[src/rtl/hsvrgb_pkg.sv]
`default_nettype none

package hsvrgb_pkg;

    localparam int FRAC_BITS_DEF = 8;

    // field widths of the stream payloads
    localparam int HUE_W    = 17;
    localparam int SAT_W    = 9;
    localparam int VAL_W    = 9;
    localparam int CHAN_W   = 8;
    localparam int S_DATA_W = 40;
    localparam int M_DATA_W = 24;

    localparam int SECTOR_DEG   = 60;
    localparam int SECTOR_COUNT = 6;
    localparam int CHAN_MAX     = 255;
    localparam int UNIT_ONE     = 256;

    // reciprocal of 60 with 16 fraction bits, rounded down
    localparam int RECIP_SHIFT = 16;
    localparam int RECIP_60    = 1092;

    // pre-division channel value is below 256 * 60 when not saturated
    localparam int Y_W = 14;

    typedef enum logic [2:0] {
        SEC_R_Y = 3'd0,
        SEC_Y_G = 3'd1,
        SEC_G_C = 3'd2,
        SEC_C_B = 3'd3,
        SEC_B_M = 3'd4,
        SEC_M_R = 3'd5
    } sector_t;

    typedef struct packed {
        sector_t sector;
        logic    gray;
    } hsvrgb_ctl_t;

    typedef struct packed {
        hsvrgb_ctl_t        ctl;
        logic [CHAN_W-1:0]  cv;
        logic [CHAN_W-1:0]  cm;
        logic               neg;
        logic               sat;
        logic [Y_W-1:0]     y;
        logic [CHAN_W-1:0]  q0;
    } hsvrgb_res_t;

    function automatic logic [CHAN_W-1:0] clamp8(input logic [CHAN_W:0] x);
        return (x > (CHAN_W+1)'(CHAN_MAX)) ? CHAN_W'(CHAN_MAX) : x[CHAN_W-1:0];
    endfunction

endpackage

`default_nettype wire

[src/rtl/hsvrgb_sector.sv]
`default_nettype none

module hsvrgb_sector #(
    parameter int FRAC_BITS = hsvrgb_pkg::FRAC_BITS_DEF
) (
    input  wire logic                          aclk,
    input  wire logic                          ce,
    input  wire logic [hsvrgb_pkg::HUE_W-1:0]  hue,
    input  wire logic [hsvrgb_pkg::SAT_W-1:0]  saturation,
    input  wire logic [hsvrgb_pkg::VAL_W-1:0]  brightness,
    output hsvrgb_pkg::hsvrgb_ctl_t            ctl,
    output logic [FRAC_BITS+5:0]               fn,
    output logic [hsvrgb_pkg::SAT_W-1:0]       sat,
    output logic [hsvrgb_pkg::VAL_W-1:0]       val
);
    import hsvrgb_pkg::*;

    localparam int HW = (FRAC_BITS + 9 > HUE_W) ? FRAC_BITS + 9 : HUE_W;
    localparam int DW = FRAC_BITS + 6;
    localparam logic [HW-1:0] HMAX = HW'(SECTOR_DEG * SECTOR_COUNT) << FRAC_BITS;
    localparam logic [DW-1:0] DSEC = DW'(SECTOR_DEG) << FRAC_BITS;

    logic [HW-1:0]   h_ext;
    logic [HW-1:0]   h_clip;
    logic [8:0]      deg;
    logic [8:0]      base_deg;
    sector_t         sector;
    logic [DW-1:0]   rem;

    hsvrgb_ctl_t     ctl_reg, ctl_next;
    logic [DW-1:0]   fn_reg, fn_next;
    logic [SAT_W-1:0] sat_reg;
    logic [VAL_W-1:0] val_reg;

    always_comb begin
        h_ext  = HW'(hue);
        h_clip = (h_ext > HMAX) ? HMAX : h_ext;
        deg    = 9'(h_clip >> FRAC_BITS);
    end

    // full circle folds onto the first sector with zero remainder
    always_comb begin
        priority if (deg >= 9'd360) begin
            sector = SEC_R_Y;  base_deg = 9'd360;
        end else if (deg >= 9'd300) begin
            sector = SEC_M_R;  base_deg = 9'd300;
        end else if (deg >= 9'd240) begin
            sector = SEC_B_M;  base_deg = 9'd240;
        end else if (deg >= 9'd180) begin
            sector = SEC_C_B;  base_deg = 9'd180;
        end else if (deg >= 9'd120) begin
            sector = SEC_G_C;  base_deg = 9'd120;
        end else if (deg >= 9'd60) begin
            sector = SEC_Y_G;  base_deg = 9'd60;
        end else begin
            sector = SEC_R_Y;  base_deg = 9'd0;
        end
    end

    always_comb begin
        rem              = DW'(h_clip - (HW'(base_deg) << FRAC_BITS));
        // fraction runs backward on even sectors
        fn_next          = sector[0] ? rem : DSEC - rem;
        ctl_next.sector  = sector;
        ctl_next.gray    = (hue == '0) && (saturation == '0);
    end

    always_ff @(posedge aclk) begin
        if (ce) begin
            ctl_reg <= ctl_next;
            fn_reg  <= fn_next;
            sat_reg <= saturation;
            val_reg <= brightness;
        end
    end

    assign ctl = ctl_reg;
    assign fn  = fn_reg;
    assign sat = sat_reg;
    assign val = val_reg;

endmodule

`default_nettype wire

[src/rtl/hsvrgb_chan.sv]
`default_nettype none

module hsvrgb_chan #(
    parameter int FRAC_BITS = hsvrgb_pkg::FRAC_BITS_DEF
) (
    input  wire logic                          aclk,
    input  wire logic                          ce,
    input  wire hsvrgb_pkg::hsvrgb_ctl_t       ctl,
    input  wire logic [FRAC_BITS+5:0]          fn,
    input  wire logic [hsvrgb_pkg::SAT_W-1:0]  sat,
    input  wire logic [hsvrgb_pkg::VAL_W-1:0]  val,
    output hsvrgb_pkg::hsvrgb_res_t            res
);
    import hsvrgb_pkg::*;

    localparam int DW  = FRAC_BITS + 6;
    localparam int PW  = DW + SAT_W;
    localparam int AW  = FRAC_BITS + 14;
    localparam int XW  = AW + VAL_W;
    localparam int XSW = XW + 8;
    localparam logic [AW-1:0] FULL = AW'(SECTOR_DEG) << (FRAC_BITS + 8);

    // stage 2: s * fn, v * (1 - s), v channel
    hsvrgb_ctl_t       ctl2_reg, ctl3_reg, ctl4_reg, ctl5_reg;
    logic [PW-1:0]     p_reg, p_next;
    logic [16:0]       pm_reg, pm_next;
    logic [SAT_W-1:0]  one_minus_s;
    logic [16:0]       cv_prod;
    logic [CHAN_W-1:0] cv2_reg, cv3_reg, cv4_reg, cv5_reg, cv_next;
    logic [VAL_W-1:0]  v2_reg, v3_reg;

    always_comb begin
        p_next      = PW'(sat) * PW'(fn);
        one_minus_s = SAT_W'(UNIT_ONE) - sat;
        // saturation above one clamps the m channel to zero
        pm_next     = (sat > SAT_W'(UNIT_ONE)) ? '0 : 17'(val) * 17'(one_minus_s);
        cv_prod     = 17'(val) * 17'(CHAN_MAX);
        cv_next     = clamp8(cv_prod[16:8]);
    end

    always_ff @(posedge aclk) begin
        if (ce) begin
            ctl2_reg <= ctl;
            p_reg    <= p_next;
            pm_reg   <= pm_next;
            cv2_reg  <= cv_next;
            v2_reg   <= val;
        end
    end

    // stage 3: 1 - s*f and m channel
    logic [AW-1:0]     a_reg, a_next;
    logic              neg3_reg, neg4_reg, neg5_reg, neg_next;
    logic [24:0]       cm_prod;
    logic [CHAN_W-1:0] cm3_reg, cm4_reg, cm5_reg, cm_next;

    always_comb begin
        neg_next = p_reg >= PW'(FULL);
        a_next   = AW'(PW'(FULL) - p_reg);
        cm_prod  = 25'(pm_reg) * 25'(CHAN_MAX);
        cm_next  = clamp8(cm_prod[24:16]);
    end

    always_ff @(posedge aclk) begin
        if (ce) begin
            ctl3_reg <= ctl2_reg;
            cv3_reg  <= cv2_reg;
            v3_reg   <= v2_reg;
            a_reg    <= a_next;
            neg3_reg <= neg_next;
            cm3_reg  <= cm_next;
        end
    end

    // stage 4: v * (1 - s*f)
    logic [XW-1:0] x_reg, x_next;

    assign x_next = XW'(v3_reg) * XW'(a_reg);

    always_ff @(posedge aclk) begin
        if (ce) begin
            ctl4_reg <= ctl3_reg;
            cv4_reg  <= cv3_reg;
            cm4_reg  <= cm3_reg;
            neg4_reg <= neg3_reg;
            x_reg    <= x_next;
        end
    end

    // stage 5: scale by 255 and drop the fraction, still 60 times too large
    logic [XSW-1:0] xs;
    logic [14:0]    y_full;
    logic [Y_W-1:0] y5_reg;
    logic           sat5_reg, sat_next;

    always_comb begin
        xs       = XSW'(x_reg) * XSW'(CHAN_MAX);
        y_full   = 15'(xs >> (16 + FRAC_BITS));
        sat_next = y_full >= 15'(UNIT_ONE * SECTOR_DEG);
    end

    always_ff @(posedge aclk) begin
        if (ce) begin
            ctl5_reg <= ctl4_reg;
            cv5_reg  <= cv4_reg;
            cm5_reg  <= cm4_reg;
            neg5_reg <= neg4_reg;
            sat5_reg <= sat_next;
            y5_reg   <= y_full[Y_W-1:0];
        end
    end

    // stage 6: quotient estimate by 60, at most one low
    hsvrgb_res_t    res_reg, res_next;
    logic [24:0]    q_prod;

    always_comb begin
        q_prod       = 25'(y5_reg) * 25'(RECIP_60);
        res_next.ctl = ctl5_reg;
        res_next.cv  = cv5_reg;
        res_next.cm  = cm5_reg;
        res_next.neg = neg5_reg;
        res_next.sat = sat5_reg;
        res_next.y   = y5_reg;
        res_next.q0  = CHAN_W'(q_prod >> RECIP_SHIFT);
    end

    always_ff @(posedge aclk) begin
        if (ce) begin
            res_reg <= res_next;
        end
    end

    assign res = res_reg;

endmodule

`default_nettype wire

[src/rtl/hsv_to_rgb.sv]
// channel  | dir | ports                          | payload
// s_       | in  | s_tvalid s_tready s_tdata[39:0] | hue, saturation, brightness
// m_       | out | m_tvalid m_tready m_tdata[23:0] | red, green, blue
//
// one pixel per clock while the output side is not stalled
// stages: sector split, three product stages, scale, divide-by-60 estimate,
// correction and channel select into the output register
// aresetn clears only the valid bits; payload registers are not reset
// a stalled result holds the whole pipeline, so s_tready follows the output side
`default_nettype none

module hsv_to_rgb #(
    parameter int FRAC_BITS = hsvrgb_pkg::FRAC_BITS_DEF
) (
    input  wire logic                             aclk,
    input  wire logic                             aresetn,
    input  wire logic                             s_tvalid,
    output logic                                  s_tready,
    // hue[16:0], saturation[25:17], brightness[34:26], zero fill
    input  wire logic [hsvrgb_pkg::S_DATA_W-1:0]  s_tdata,
    output logic                                  m_tvalid,
    input  wire logic                             m_tready,
    // red[7:0], green[15:8], blue[23:16]
    output logic [hsvrgb_pkg::M_DATA_W-1:0]       m_tdata
);
    import hsvrgb_pkg::*;

    localparam int STAGES = 6;

    logic               ce;
    logic [STAGES-1:0]  vld_reg;
    logic               out_vld_reg;
    logic [M_DATA_W-1:0] out_data_reg, out_data_next;

    hsvrgb_ctl_t        ctl1;
    logic [FRAC_BITS+5:0] fn1;
    logic [SAT_W-1:0]   sat1;
    logic [VAL_W-1:0]   val1;
    hsvrgb_res_t        res;

    assign ce = !out_vld_reg || m_tready;

    hsvrgb_sector #(.FRAC_BITS(FRAC_BITS)) u_sector (
        .aclk       (aclk),
        .ce         (ce),
        .hue        (s_tdata[HUE_W-1:0]),
        .saturation (s_tdata[HUE_W+SAT_W-1:HUE_W]),
        .brightness (s_tdata[HUE_W+SAT_W+VAL_W-1:HUE_W+SAT_W]),
        .ctl        (ctl1),
        .fn         (fn1),
        .sat        (sat1),
        .val        (val1)
    );

    hsvrgb_chan #(.FRAC_BITS(FRAC_BITS)) u_chan (
        .aclk (aclk),
        .ce   (ce),
        .ctl  (ctl1),
        .fn   (fn1),
        .sat  (sat1),
        .val  (val1),
        .res  (res)
    );

    // finish the divide by 60 and order the channels
    logic [Y_W-1:0]     q60;
    logic [Y_W-1:0]     rem;
    logic [CHAN_W-1:0]  q;
    logic [CHAN_W-1:0]  cn;
    logic [CHAN_W-1:0]  rr, gg, bb;

    always_comb begin
        q60 = Y_W'(res.q0) * Y_W'(SECTOR_DEG);
        rem = res.y - q60;
        q   = res.q0 + CHAN_W'(rem >= Y_W'(SECTOR_DEG));
        cn  = res.neg ? '0 : (res.sat ? CHAN_W'(CHAN_MAX) : q);
    end

    always_comb begin
        if (res.ctl.gray) begin
            rr = res.cv;  gg = res.cv;  bb = res.cv;
        end else begin
            unique case (res.ctl.sector)
                SEC_Y_G: begin rr = cn;     gg = res.cv; bb = res.cm; end
                SEC_G_C: begin rr = res.cm; gg = res.cv; bb = cn;     end
                SEC_C_B: begin rr = res.cm; gg = cn;     bb = res.cv; end
                SEC_B_M: begin rr = cn;     gg = res.cm; bb = res.cv; end
                SEC_M_R: begin rr = res.cv; gg = res.cm; bb = cn;     end
                default: begin rr = res.cv; gg = cn;     bb = res.cm; end
            endcase
        end
        out_data_next = {bb, gg, rr};
    end

    always_ff @(posedge aclk) begin
        if (!aresetn) begin
            vld_reg     <= '0;
            out_vld_reg <= 1'b0;
        end else if (ce) begin
            vld_reg     <= {vld_reg[STAGES-2:0], s_tvalid};
            out_vld_reg <= vld_reg[STAGES-1];
        end
    end

    always_ff @(posedge aclk) begin
        if (ce) begin
            out_data_reg <= out_data_next;
        end
    end

    assign s_tready = ce;
    assign m_tvalid = out_vld_reg;
    assign m_tdata  = out_data_reg;

endmodule

`default_nettype wire

[config.mk]
export PLATFORM = sky130hd
export DESIGN_NAME = hsv_to_rgb
export DESIGN_NICKNAME = d
export VERILOG_FILES = /design/src/rtl/hsvrgb_pkg.sv /design/src/rtl/hsvrgb_sector.sv /design/src/rtl/hsvrgb_chan.sv /design/src/rtl/hsv_to_rgb.sv
export SDC_FILE = /design/constraint.sdc
export NUM_CORES = 2
export LEC_CHECK = 0
export CORE_MARGIN = 2
export CORE_UTILIZATION = 45
export DETAILED_ROUTE_END_ITERATION = 12
export DONT_BUFFER_PORTS = 1
export MAX_ROUTING_LAYER = met4
export SYNTH_ARGS = -nofsm -noshare
export SYNTH_HDL_FRONTEND = slang
export SYNTH_SLANG_ARGS = --single-unit
[constraint.sdc]
create_clock -name aclk -period 7.4 [get_ports aclk]
set_input_delay 0.37 -clock aclk [delete_from_list [all_inputs] [get_ports aclk]]
set_output_delay 0.37 -clock aclk [all_outputs]
set_load 0.005 [all_outputs]
# Yosys cells after proc, flatten, opt, wreduce, memory -nomap -nowiden

Cells that the tools add are included.

$add $sub $neg: 6
Multiply operators: 8
Magnitude comparators: 13
Equality and inequality tests: 5
Multiplexer cells: 22
Reduce and logical (&&, ||, !) cells: 12

Operators with widths:

| operator                                                            | count |
|---|---|
| case mux 8 bit (2 select lines)                                     | 3 |
| two-way mux 8 bit                                                   | 5 |
| multiplier 31 x 8 -> 39 bit, second input constant                  | 1 |
| two-way mux 6 bit                                                   | 6 |
| multiplier 9 x 22 -> 31 bit                                         | 1 |
| subtractor 14 bit                                                   | 2 |
| multiplier 17 x 8 -> 25 bit, second input constant                  | 1 |
| greater-or-equal comparator 23 x 22 -> 1 bit, second input constant | 1 |
| multiplier 9 x 14 -> 23 bit                                         | 1 |
| multiplier 14 x 9 -> 22 bit, second input constant                  | 1 |
| subtractor 22 bit, first input constant                             | 1 |
| greater-or-equal comparator 9 x 8 -> 1 bit, second input constant   | 2 |
| greater-or-equal comparator 9 bit, second input constant            | 2 |
| greater-than comparator 9 x 8 -> 1 bit, second input constant       | 2 |
| greater-than comparator 17 bit, second input constant               | 1 |
| logical NOT 17 bit                                                  | 1 |
| multiplier 9 x 8 -> 17 bit, second input constant                   | 1 |
| multiplier 9 x 9 -> 17 bit                                          | 1 |
| two-way mux 17 bit                                                  | 1 |
| greater-or-equal comparator 15 x 14 -> 1 bit, second input constant | 1 |
| greater-or-equal comparator 14 x 6 -> 1 bit, second input constant  | 1 |
| two-way mux 14 bit                                                  | 1 |
| subtractor 14 bit, first input constant                             | 1 |
| multiplier 8 x 4 -> 12 bit, second input constant                   | 1 |
| 16 further kinds                                                    | 27 |

Bits in registers: 312
Input bits: 44
Output and inout port bits: 26
Logic and storage cells: 110

# Depth between registers and ports, before layout

Depth in word-level cells: 12
Depth in mapped cells: 28
Depth with buffers taken out: 28

# Hierarchy

From an unflattened synthesis, not the netlist that was laid out.

Cell total of the unflattened synthesis: 3315
Area, all modules: 35363.9 um^2

By module, submodules not included:

| module        | instances | cells each | area an instance (um^2) | sequential area each (um^2) |
|---|---|---|---|---|
| hsvrgb_chan   | 1         | 2775       | 30141.4                 | 7357.1 |
| hsv_to_rgb    | 1         | 379        | 3288.2                  | 860.8 |
| hsvrgb_sector | 1         | 161        | 1934.4                  | 1081.0 |

# Least setup slack after synthesis

Ideal clock, no wire load.

Path kind: register -> register
Start point: register out_vld_reg (netlist: m_tvalid)
End point: register out_data_reg[0] (netlist: m_tdata[0]), enable pin
Library setup time: 657 ps
Arrival: 6530 ps
Required time: 6743 ps
Setup slack: 212 ps
Stages on the path, launching flop included: 4
Buffers on the path: 1
Clock period less this slack: 7188 ps
Path through: dfxtp_1 -> nor2b_1 -> clkbuf_1 -> inv_1

Word-level cells in the longest chain between the ends: 2

Ends and longest elaborated chain:

| element                | RTL line          | RTL |
|---|---|---|
| start, declared        | hsv_to_rgb.sv:32  | `logic out_vld_reg;` |
| start signal, assigned | hsv_to_rgb.sv:101 | `out_vld_reg <= vld_reg[STAGES-1];` |
| logical NOT 1 bit      | hsv_to_rgb.sv:41  | `assign ce = !out_vld_reg \|\| m_tready;` |
| logical OR 1 bit       | hsv_to_rgb.sv:41  |  |
| named net s_tready     | hsv_to_rgb.sv:18  | `output logic s_tready,` |
| end signal, assigned   | hsv_to_rgb.sv:107 | `out_data_reg <= out_data_next;` |
| end, declared          | hsv_to_rgb.sv:33  | `logic [M_DATA_W-1:0] out_data_reg, out_data_next;` |

The timed path passes the listed nets, and every way through them passes these cells.
A chain may end at the register's enable or synchronous reset.

# Worst setup path after layout

Start point: register u_chan.res_reg, in the netlist u_chan.res[3]
End point: register out_data_reg[22] (netlist: m_tdata[22]), data pin

Word-level cells in the longest chain between the ends: 8

Ends and longest elaborated chain:

| element                                     | RTL line           | RTL |
|---|---|---|
| start, declared                             | hsvrgb_chan.sv:114 | `hsvrgb_res_t res_reg, res_next;` |
| start signal, assigned                      | hsvrgb_chan.sv:130 | `res_reg <= res_next;` |
| multiplier 8 x 4 -> 12 bit                  | hsv_to_rgb.sv:73   | `q60 = Y_W'(res.q0) * Y_W'(SECTOR_DEG);` |
| subtractor 14 bit                           | hsv_to_rgb.sv:74   | `rem = res.y - q60;` |
| greater-or-equal comparator 14 x 6 -> 1 bit | hsv_to_rgb.sv:75   | `q = res.q0 + CHAN_W'(rem >= Y_W'(SECTOR_DEG));` |
| adder 8 x 1 -> 8 bit *                      | hsv_to_rgb.sv:75   |  |
| two-way mux 8 bit * (2 in series)           | hsv_to_rgb.sv:76   | `cn = res.neg ? '0 : (res.sat ? CHAN_W'(CHAN_MAX) : q);` |
| case mux 8 bit (2 select lines) *           | hsv_to_rgb.sv:83   | `unique case (res.ctl.sector)` |
| two-way mux 8 bit *                         | hsv_to_rgb.sv:80   | `if (res.ctl.gray) begin` |
| named net bb[6]                             | hsv_to_rgb.sv:70   | `logic [CHAN_W-1:0] rr, gg, bb;` |

Mark *: on every way through the listed nets, which the timed path passes. The rest lies on a longest branch.

==> results.ini <==
[synth]
synth_common_cells=inv_1 (635), fa_1 (547), ha_1 (347), nand2_1 (343), edfxtp_1 (303)
synth.avg_cell_area_um2=10.7
postSynth.asyncResetShare_pct=0
ys.flop_type=edfxtp_1
yosysTopAreaCell=fa_1
syn_nets=4211
syn_inst=3273
yosysWarnings=0
synth_edf_count=303
syn-cell-area_um2=35000
synth_seq_area_share_pct=26.4
synth_area_leaders=fa_1 (31%), edfxtp_1 (26%), ha_1 (12%)
synth_top_area_share_pct=31.3
synth_seq_cells=310
synth.distinct_cells=70
synth_most_common_cell=inv_1

[cells_and_area]
fin_area_um2=37600
antenna_cells=0
final_core_util_pct=48.7
area_delta_synth_final_pct=7.33
drive_gt1_share_pct=2.44
fillers=7057
finalNonFillerCells=4324
largest_register_ffs=42
finalNetCount=4193

[global_routing]
gr-total-overflow=0
grt_usage_pct=17.3
grt_pass1_vias=23200
antenna_found_initial=0
grt_first_pass_wirelength_um=113000
grt_start_max_net_pins=173

[run]
drv_cap=0

[die]
rows=102
core_area_um2=77200
die-area_um2=80100
io_pins=70
start_util_pct=45.4
die_h_um=283
chipWidth_um=283

[sta]
setup_viol_count_final=0
finalClockSkew_ns=0.0133
rsz0062_at_grt=false
hold_viol_final=0
maxSlewHeadroom_pct=36.6
tns_ns=0
clock.fmax_ghz=0.159
timing.final.max_slew_violations=0
min_period_ns=6.28
finalCritPeriodShare_pct=84.9
worst_pin_slew_ns=0.951

[critical_path]
r2r_slack_ns=1.12
crit_buf_inv=2
r2r-end=m_tdata[22]
cp_num_cells=28
cp_slowest_cell=edfxtp_1
endpoint=m_tdata[22]
arrival_ns=6.69
startpoint=u_chan.res[3]
path_max_fanout=6
critical_path_class=reg2reg
end_kind=register
worstSetupStartpointType=register
ff2ff_path_depth=28
cp_data_required_time_ns=7.81
path_delay_family=adder cells
rr_startpoint=u_chan.res[3]
slowest_delay_ns=0.53

[min_path]
hold_class=in2reg

[run_status]
status=complete, no violations

[cts]
cts_tree=built
cts_sinks=310
root_buffer=clkbuf_16
clkLatencyLatePin_ns=0.54
clkTransAtPathRegs_ns=0.06
hold_buffers=21
cts_made_buffers=38
cts_htree_levels=2
cts.path.max_buffers=3
cts_setup_buffers=0
ctsResizeCount=0

[place]
place_area_um2=36100
hpwlAfterDp_um=50200
gp_congestion=0.835
dp.cells=4234
portBuffers=0

[route]
vias=21400
wirelength_um=63200
drc=0
drtAntennaViolNets=0
viasPerCell=4.95
drtPass1Iterations=5
wl_per_cell_um=14.6
drtIter0Drc=751

## layout by cell type (no fill, tap or decap), types with 19 or more instances in the layout
| cell type | count |
|---|---|
| a21o_1 | 49 |
| a21oi_1 | 91 |
| a22oi_1 | 26 |
| and2_1 | 173 |
| clkbuf_16 | 39 |
| dlygate4sd3_1 | 21 |
| edfxtp_1 | 303 |
| fa_1 | 547 |
| ha_1 | 347 |
| inv_1 | 634 |
| nand2_1 | 343 |
| nand2b_1 | 19 |
| nand3_1 | 19 |
| nor2_1 | 114 |
| nor2b_1 | 29 |
| nor3_1 | 41 |
| o21a_1 | 20 |
| o21ai_0 | 85 |
| xnor2_1 | 95 |
| xor2_1 | 46 |
## logic make-up (layout without fill, tap and decap cells)
group	after synthesis	in the layout	synth area share, %
buf+inv	723	734	7.76
compound gates	396	396	7.49
xor+xnor	142	142	3.59
flops	310	310	26.4
mux	1	1	0.0322
fa+ha+maj	894	894	43.7
simple gates	807	807	11.1
## worst min path at each step
| stage | endpoint | cells past startpoint | startpoint | slack (ns) |
|---|---|---|---|---|
| after detailed placement | u_chan.cm4_reg[0] | 0 | u_chan.cm3_reg[0] | 0.40 |
| after global routing | u_sector.fn[10] | 1 | s_tdata[10] | 0.01 |
| final | u_sector.fn[0] | 2 | s_tdata[0] | 0.04 |
| after floorplan | u_chan.cm4_reg[0] | 0 | u_chan.cm3_reg[0] | 0.40 |
| after CTS | u_sector.fn[0] | 2 | s_tdata[0] | 0.01 |
| after global placement | u_chan.cm5_reg[3] | 0 | u_chan.cm4_reg[3] | 0.40 |
## layout make-up
class	count	area, µm²	share of cell area (%)
clock inverter	20	268	0.712
multi-input combinational	2240	23100	61.4
timing repair buffer	30	290	0.772
sequential	310	9240	24.6
tap	1040	1300	3.46
inverter	635	2390	6.36
clock buffer	49	1030	2.75
## metal layers
layer / track usage, % / part of all wire (%) / up-vias / wire length (µm)
met4: 4.03 / 1.8 / 0 / 1120
li1: - / - / 10500 / -
met5: - / 0 / - / 0
met1: 23.4 / 48 / 10600 / 30300
met3: 1.68 / 2.7 / 77 / 1700
met2: 28.3 / 48 / 252 / 30100
## stage by stage
step | hold slack [ns] | setup slack, ns
3_3_place_gp | 0.400 | 1.12
5_1_grt | 0.0127 | 0.421
3_5_place_dp | 0.405 | 1.08
2_1_floorplan | 0.400 | 0.212
4_1_cts | 0.0116 | 1.02
6_report | 0.0418 | 1.12
Power is left out: the tool's default activity adds up to more than one toggle a clock period on the data nets, which glitch-free logic cannot reach.
